==> src/rtl/itoa_pkg.sv <==
// Package for the signed integer to decimal ASCII converter.
// Holds character codes, the digit count function and the command and status types.
// No dependencies.
package itoa_pkg;

	// Default width of the signed input value.
	localparam int DEFAULT_VALUE_WIDTH = 32;

	// ASCII codes that the converter emits.
	localparam logic [6:0] CHAR_ZERO  = 7'd48;
	localparam logic [6:0] CHAR_MINUS = 7'd45;

	// Number of decimal digits needed for any magnitude of a w-bit value.
	// The factor 1233/4096 approximates log10(2) from below closely enough
	// for every width from 8 to 64.
	function automatic int num_digits(input int w);
		return ((w * 1233) >> 12) + 1;
	endfunction

	// Commands from the controller to the datapath.
	typedef struct packed {
		logic load;       // capture the sign and magnitude of the input
		logic conv;       // one shift-and-add-3 step
		logic shift;      // move to the next digit
		logic emit_digit; // register the top digit as a character
		logic emit_sign;  // register a minus sign as a character
		logic last;       // the emitted digit ends the text
	} itoa_cmd_t;

	// Status from the datapath to the controller.
	typedef struct packed {
		logic neg;      // the captured value is negative
		logic top_zero; // the top decimal digit is zero
	} itoa_status_t;

endpackage

==> src/rtl/itoa_dp.sv <==
// Datapath of the decimal ASCII converter: magnitude, BCD register and result register.
// Depends on itoa_pkg.
module itoa_dp
	import itoa_pkg::*;
#(
	parameter int VALUE_WIDTH = DEFAULT_VALUE_WIDTH
) (
	input  logic                   clk,
	input  logic [VALUE_WIDTH-1:0] value,
	input  itoa_cmd_t              cmd,
	output itoa_status_t           status,
	output logic [6:0]             character,
	output logic                   last
);

	localparam int NDIG = num_digits(VALUE_WIDTH);
	localparam int BW   = NDIG * 4;

	logic [VALUE_WIDTH-1:0] mag_q;
	logic [BW-1:0]          bcd_q;
	logic                   neg_q;
	logic [6:0]             char_q;
	logic                   last_q;
	logic [BW-1:0]          bcd_adj;
	logic [3:0]             top_digit;

	// Add three to every BCD digit of five or more before the shift.
	always_comb begin
		for (int d = 0; d < NDIG; d++) begin
			if (bcd_q[d*4 +: 4] >= 4'd5) begin
				bcd_adj[d*4 +: 4] = bcd_q[d*4 +: 4] + 4'd3;
			end else begin
				bcd_adj[d*4 +: 4] = bcd_q[d*4 +: 4];
			end
		end
	end

	assign top_digit = bcd_q[BW-1 -: 4];

	// Sign and magnitude capture, binary to BCD steps and digit walk.
	always_ff @(posedge clk) begin
		if (cmd.load) begin
			neg_q <= value[VALUE_WIDTH-1];
			mag_q <= value[VALUE_WIDTH-1] ? (~value + 1'b1) : value;
			bcd_q <= '0;
		end else if (cmd.conv) begin
			{bcd_q, mag_q} <= {bcd_adj[BW-2:0], mag_q, 1'b0};
		end else if (cmd.shift) begin
			bcd_q <= {bcd_q[BW-5:0], 4'd0};
		end
	end

	// Result register, one character per emit command.
	always_ff @(posedge clk) begin
		if (cmd.emit_sign) begin
			char_q <= CHAR_MINUS;
			last_q <= 1'b0;
		end else if (cmd.emit_digit) begin
			char_q <= CHAR_ZERO + {3'd0, top_digit};
			last_q <= cmd.last;
		end
	end

	assign status.neg      = neg_q;
	assign status.top_zero = (top_digit == 4'd0);
	assign character       = char_q;
	assign last            = last_q;

endmodule

==> src/rtl/itoa_ctrl.sv <==
// Controller of the decimal ASCII converter: sequences conversion and character output.
// Depends on itoa_pkg.
module itoa_ctrl
	import itoa_pkg::*;
#(
	parameter int VALUE_WIDTH = DEFAULT_VALUE_WIDTH
) (
	input  logic         clk,
	input  logic         arst_n,
	input  logic         start,
	output logic         busy,
	output logic         strobe,
	output itoa_cmd_t    cmd,
	input  itoa_status_t status
);

	localparam int NDIG = num_digits(VALUE_WIDTH);
	localparam int CW   = $clog2(VALUE_WIDTH);
	localparam int DW   = $clog2(NDIG + 1);

	typedef enum logic [1:0] {
		S_IDLE,
		S_CONV,
		S_SIGN,
		S_DIGITS
	} state_t;

	state_t        state_q;
	logic [CW-1:0] conv_cnt_q;
	logic [DW-1:0] digit_cnt_q;
	logic          lead_q;
	logic          strobe_q;
	logic          skip;
	logic          final_digit;

	// A leading zero is skipped unless it is the only digit left.
	assign final_digit = (digit_cnt_q == DW'(1));
	assign skip        = lead_q && status.top_zero && !final_digit;

	// Commands decoded from the state.
	always_comb begin
		cmd            = '0;
		cmd.load       = (state_q == S_IDLE) && start;
		cmd.conv       = (state_q == S_CONV);
		cmd.emit_sign  = (state_q == S_SIGN);
		cmd.shift      = (state_q == S_DIGITS);
		cmd.emit_digit = (state_q == S_DIGITS) && !skip;
		cmd.last       = final_digit;
	end

	// State, counters and the result strobe.
	always_ff @(posedge clk or negedge arst_n) begin
		if (!arst_n) begin
			state_q     <= S_IDLE;
			conv_cnt_q  <= '0;
			digit_cnt_q <= '0;
			lead_q      <= 1'b0;
			strobe_q    <= 1'b0;
		end else begin
			strobe_q <= 1'b0;
			case (state_q)
				S_IDLE: begin
					if (start) begin
						conv_cnt_q <= '0;
						state_q    <= S_CONV;
					end
				end
				S_CONV: begin
					conv_cnt_q <= conv_cnt_q + 1'b1;
					if (conv_cnt_q == CW'(VALUE_WIDTH - 1)) begin
						digit_cnt_q <= DW'(NDIG);
						lead_q      <= 1'b1;
						state_q     <= status.neg ? S_SIGN : S_DIGITS;
					end
				end
				S_SIGN: begin
					strobe_q <= 1'b1;
					state_q  <= S_DIGITS;
				end
				S_DIGITS: begin
					digit_cnt_q <= digit_cnt_q - 1'b1;
					if (!skip) begin
						lead_q   <= 1'b0;
						strobe_q <= 1'b1;
					end
					if (final_digit) begin
						state_q <= S_IDLE;
					end
				end
				default: begin
					state_q <= S_IDLE;
				end
			endcase
		end
	end

	assign busy   = (state_q != S_IDLE);
	assign strobe = strobe_q;

`ifndef SYNTHESIS
	// A result only follows a cycle that emitted a sign or a digit.
	a_strobe_source: assert property (@(posedge clk) disable iff (!arst_n)
		strobe_q |-> ($past(state_q) == S_SIGN || $past(state_q) == S_DIGITS))
		else $error("strobe without an emitting cycle");

	// The digit walk never runs past its last digit.
	a_digit_count: assert property (@(posedge clk) disable iff (!arst_n)
		(state_q == S_DIGITS) |-> (digit_cnt_q != '0))
		else $error("digit counter empty in digit phase");

	// The final digit is always emitted and ends the transaction sequence.
	a_final_emit: assert property (@(posedge clk) disable iff (!arst_n)
		(state_q == S_DIGITS && final_digit) |-> (cmd.emit_digit && cmd.last))
		else $error("final digit not emitted as last");

	// The sign goes out only for a negative value, right after conversion.
	a_sign_after_conv: assert property (@(posedge clk) disable iff (!arst_n)
		(state_q == S_SIGN) |-> ($past(state_q) == S_CONV && status.neg))
		else $error("sign emitted out of sequence");
`endif

endmodule

==> src/rtl/signed_int_to_decimal_ascii.sv <==
// Signed integer to decimal ASCII converter, top level.
// The first character is strobed after all binary to BCD steps: the sign for a negative value,
// else the first digit that is not a skipped leading zero.
// An item keeps busy high through one binary to BCD step per magnitude bit, a sign step for a
// negative value and one step per digit.
// Characters come one per cycle without gaps except for skipped leading zeros.
// Reset is asynchronous and active low; it returns the controller to idle with no strobe.
module signed_int_to_decimal_ascii
	import itoa_pkg::*;
#(
	parameter int VALUE_WIDTH = DEFAULT_VALUE_WIDTH
) (
	input  logic                   clk,
	input  logic                   arst_n,
	input  logic                   start,
	output logic                   busy,
	input  logic [VALUE_WIDTH-1:0] value,
	output logic                   strobe,
	output logic [6:0]             character,
	output logic                   last
);

	itoa_cmd_t    cmd;
	itoa_status_t status;

	// Sequencing of conversion and output.
	itoa_ctrl #(
		.VALUE_WIDTH(VALUE_WIDTH)
	) u_ctrl (
		.clk    (clk),
		.arst_n (arst_n),
		.start  (start),
		.busy   (busy),
		.strobe (strobe),
		.cmd    (cmd),
		.status (status)
	);

	// Magnitude, BCD digits and result register.
	itoa_dp #(
		.VALUE_WIDTH(VALUE_WIDTH)
	) u_dp (
		.clk       (clk),
		.value     (value),
		.cmd       (cmd),
		.status    (status),
		.character (character),
		.last      (last)
	);

endmodule

==> config.mk <==
export PLATFORM = sky130hd
export DESIGN_NAME = signed_int_to_decimal_ascii
export DESIGN_NICKNAME = d
export VERILOG_FILES = /design/src/rtl/itoa_pkg.sv /design/src/rtl/itoa_dp.sv /design/src/rtl/itoa_ctrl.sv /design/src/rtl/signed_int_to_decimal_ascii.sv
export SDC_FILE = /design/constraint.sdc
export NUM_CORES = 1
export LEC_CHECK = 0
export BUFFER_PORTS_ARGS = -buffer_cell sky130_fd_sc_hd__buf_2
export CAP_MARGIN = 30
export CORE_MARGIN = 2
export CORE_UTILIZATION = 60
export DETAILED_ROUTE_END_ITERATION = 10
export HOLD_SLACK_MARGIN = 0.02
export PLACE_DENSITY = 0.8
export SYNTH_ARGS = -nofsm -noshare
export SYNTH_HDL_FRONTEND = slang
export SYNTH_SLANG_ARGS = --single-unit
==> constraint.sdc <==
create_clock -name clk -period 3.7 [get_ports clk]
set_input_delay 0.185 -clock clk [delete_from_list [all_inputs] [get_ports clk]]
set_output_delay 0.185 -clock clk [all_outputs]
set_load 0.01 [all_outputs]
==> results by stage <==
Floorplanning:
- The number of core rows is 35.
- The placeable core region is 0.00920 mm².
- Pin placement for this block handled 45 I/O pins.
- The initial utilization of the core area, before any placement, comes to 61.5%.
- The floorplan step defined a die boundary enclosing 0.0102 mm².
- The die is 101 µm tall.
- Measured along the x axis, the die boundary spans 101 µm.

Yosys:
- By area the synthesized netlist is led by edfxtp_1 18%, dfxtp_1 16%, ha_1 6.9%.
- By area, the combinational part of the netlist is dominated by compound AO/OA/AOI/OAI gates.
- For this run, the leading register cell type out of synthesis is dfxtp_1.
- Summing the areas of all compound-gate instances in the mapped netlist gives 23.2% of the synthesized area.
- Of the synthesized area, sequential elements account for 39.6%.
- The post-synthesis xor/xnor area fraction is 6.51%.
- The netlist uses 55 different library cells.
- The simple-gate share of the synthesized area is 16.0%.
- Summed over all instances, the cell type with the most area after synthesis is edfxtp_1.
- The mux contribution to synthesized area is 2.83%.
- In this run, synthesis produced a sequential element count of 92.
- After Yosys synthesis, full adders, half adders and majority gates account for 6.86% of the synthesized area.
- The area of the mapped netlist is 0.00565 mm².
- The number of nets in the synthesized netlist is 696.
- The synthesized design devotes to its leading area cell type 17.5% of total area.
- Yosys mapped a number of flops with a built-in enable equal to 33.
- For this run, the number of Yosys warnings is 0.
- In the synthesized netlist, the number of instances is 630.
- After synthesis, the mean cell area works out to 8.97 µm².
- The share of synthesized registers carrying an async set or reset is 14.1%.

GRT:
- The number of antenna violations at the first check in global routing was 0.
- The overall global routing resource usage is 24.5%.
- The number of global-route vias before repair is 4,474.
- The first-pass GRT wire length is 20,400 µm.
- The largest net degree at the start of global routing is 59.
- Summed over all layers, the global routing overflow is 0.

Route:
- The count of routing violations after the opening detailed-route iteration is 260.
- For this run, the detailed router's first-pass iteration total came to 7.
- The final routed DRC violation total is 0.
- The final routed wire length divided by cell count is 15.5 µm.
- The count of vias placed by the detailed router is 4,629.
- The count of nets left with antenna violations after detail routing is 0.
- After detailed routing, the total wire length is 11,900 µm.
- Using the TritonRoute via totals, the vias-per-cell ratio works out to 6.00.

Clock network:
- The clock drives 92 sinks.
- The count of buffers added by post-CTS timing repair for setup is 0.
- The hold-fix buffer count after cts is 1.
- No sink is reached through more buffers than the 2 on the longest clock path.
- The clock latency of the later-clocked register in the worst-skew pair is 370 ps.
- TritonCTS built the clock tree.
- The buffer type at the clock tree root is clkbuf_8.
- The total CTS buffers is 9.
- The CTS clock-pin slew for the worst setup and hold paths is 100 ps.
- The number of gates given a new drive strength after cts is 0.
- The clock tree synthesis step divided the H-tree into 3 levels.

Flow run:
- Across the run, the number of max-cap violations was 0.

Setup path:
- The data required time at the worst endpoint is 3950 ps.
- The endpoint type of the worst setup path is a register.
- By startpoint and endpoint, the worst setup path is classified as register to register.
- STA classifies the critical path startpoint as a register.
- In this run the worst path has a maximum fanout of 23.
- The reg-to-reg setup timing slack is 1320 ps.
- The arrival time reported for the critical path endpoint is 2630 ps.

STA:
- For the pin with the worst max-slew slack, the measured transition is 734 ps.
- The worst-case headroom to the max-slew limit is 50.9%.
- Between clock sinks in the finished design, the worst skew comes to 15.2 ps.
- The minimum period implied by the final worst setup slack is 2380 ps.
- The highest clock rate is 420 MHz.
- Setup repair after global routing left no endpoint under its margin.
- Setup violations remaining at the end of the flow were counted as 0.
- The total count of max-transition violations in the final report was 0.
- The final critical path takes up 64.4% of the cycle.
- Summed over all failing endpoints, the final setup total negative slack is 0 ps.
- The number of hold violations in the final report was 0.

Finish:
- 0 antenna diodes ended up in the layout.
- Leaving out fill and tap cells, the most frequent cell in the layout is o21ai_0.
- In the final design database the tool counted 722 nets.
- Leaving out fill and tap cells, the most frequent cells in the layout are 57 x o21ai_0, 56 x nand2_1, 46 x dfxtp_1.
- Cells with a size suffix above 1 make up 12.3% of the layout.
- The area growth from synthesis to layout is 8.12%.
- The count of non-filler cells in the finished layout is 772.

Power:
- Power spread over the standard cell area amounts to 868 mW/mm².
- Across the VDD grid, the largest voltage drop is 0.417 mV.
- For this design the static power due to leakage is 2.47 nW.

Placed design:
- The total of buffers placed on input and output ports is 42.
- Detailed placement ended at an HPWL of 8170 µm.
- The final weighted congestion in routability-driven placement is 0.813.
- After detailed placement, the design holds a cell count of 755.

Run status:
- The flow ran to the end, and the final reports show no timing, DRC or antenna violations.

Min path:
- The kind of path behind the tightest hold check is primary input to register.
path summary, 6_finish.rpt:
path	start	to	depth (start not counted)
min in group asynchronous	arst_n	u_ctrl.strobe	2
hold reg to reg	u_dp.character[4]	u_dp.character[4]	2
setup reg to reg	u_ctrl.state_q[1]	u_ctrl.digit_cnt_q[2]	6
setup / recovery	u_ctrl.state_q[1]	u_ctrl.digit_cnt_q[2]	6
hold / removal	value[26]	u_dp.mag_q[26]	3
max in group asynchronous	arst_n	u_ctrl.state_q[0]	2
state kept, by name, indices dropped and copies added, names as in the netlist, 2 cells and up:
| register | cells |
|---|---|
| u_ctrl.state_q | 2 |
| u_ctrl.conv_cnt_q | 5 |
| u_ctrl.digit_cnt_q | 4 |
| u_dp.bcd_q | 40 |
| u_dp.mag_q | 32 |
| u_dp.character | 5 |
synthesized netlist by cell type, types with 4 or more instances:
master	instances
nor3_1	18
o21ai_0	57
xnor2_1	16
o31ai_1	10
ha_1	31
a32oi_1	12
o21ai_1	9
xor2_1	26
clkbuf_1	27
dfxtp_1	46
nor3b_1	9
nor2b_1	9
nand2b_1	12
inv_1	36
buf_1	4
nand2_1	57
nand3_1	12
nor2_1	38
o211a_1	8
o41ai_1	5
dfrtp_1	13
a211oi_1	35
a21oi_1	45
edfxtp_1	33
mux2i_1	16
where the power goes:
group,internal [W],switching [W]
sequential,0.00167,0.000395
clock,0.000270,0.000377
combinational,0.00106,0.00154
metrics by stage:
stage / power, W / instance area (µm²) / utilization, % / setup WS, ps / hold slack [ps]
floorplan: 0.00400 / 5650 / - / 1260 / -111
global placement: 0.00448 / 5920 / 64.3 / 1450 / 92.3
detailed placement: 0.00466 / 5920 / 64.3 / 1350 / 99.1
CTS: 0.00531 / 6110 / 66.4 / 1340 / 186
global route: 0.00577 / 6110 / 66.4 / 1110 / 214
finish: 0.00530 / 6110 / 66.4 / 1320 / 198
cell families (layout without fill, tap and decap cells):
| family | count (synthesis) | count (layout) |
|---|---|---|
| compound gates | 201 | 201 |
| simple gates | 175 | 175 |
| flops | 92 | 92 |
| buf+inv | 71 | 102 |
| xor+xnor | 42 | 42 |
| fa+ha+maj | 31 | 31 |
| mux | 16 | 16 |
| other cells | 2 | 2 |
cell type report:
class / instances / area [µm²]
well taps: 111 / 139
inverters: 37 / 139
fillers: 759 / 3090
multi-input cells: 467 / 3150
clock buffers: 11 / 141
repair buffers: 49 / 265
flip-flops and latches: 92 / 2240
clock inverters: 5 / 42.5
worst max-delay path, stage by stage, from the launching register on:
cell      delay, ps
dfrtp_1         420
inv_1           140
ha_2            200
clkinv_1        550
buf_4           470
o311ai_0        400
nor2_1          100
metal layers:
layer	vias to the layer above	part of all wire, %	wire [µm]	GRT usage [%]
met4	0	1.0	122	7.38
met1	2195	46	5440	31.5
li1	2337	-	-	-
met3	11	3.3	389	3.81
met2	86	50	5990	42.2
met5	-	0	0	0
Note: power is estimated with default switching activity, not from simulation.
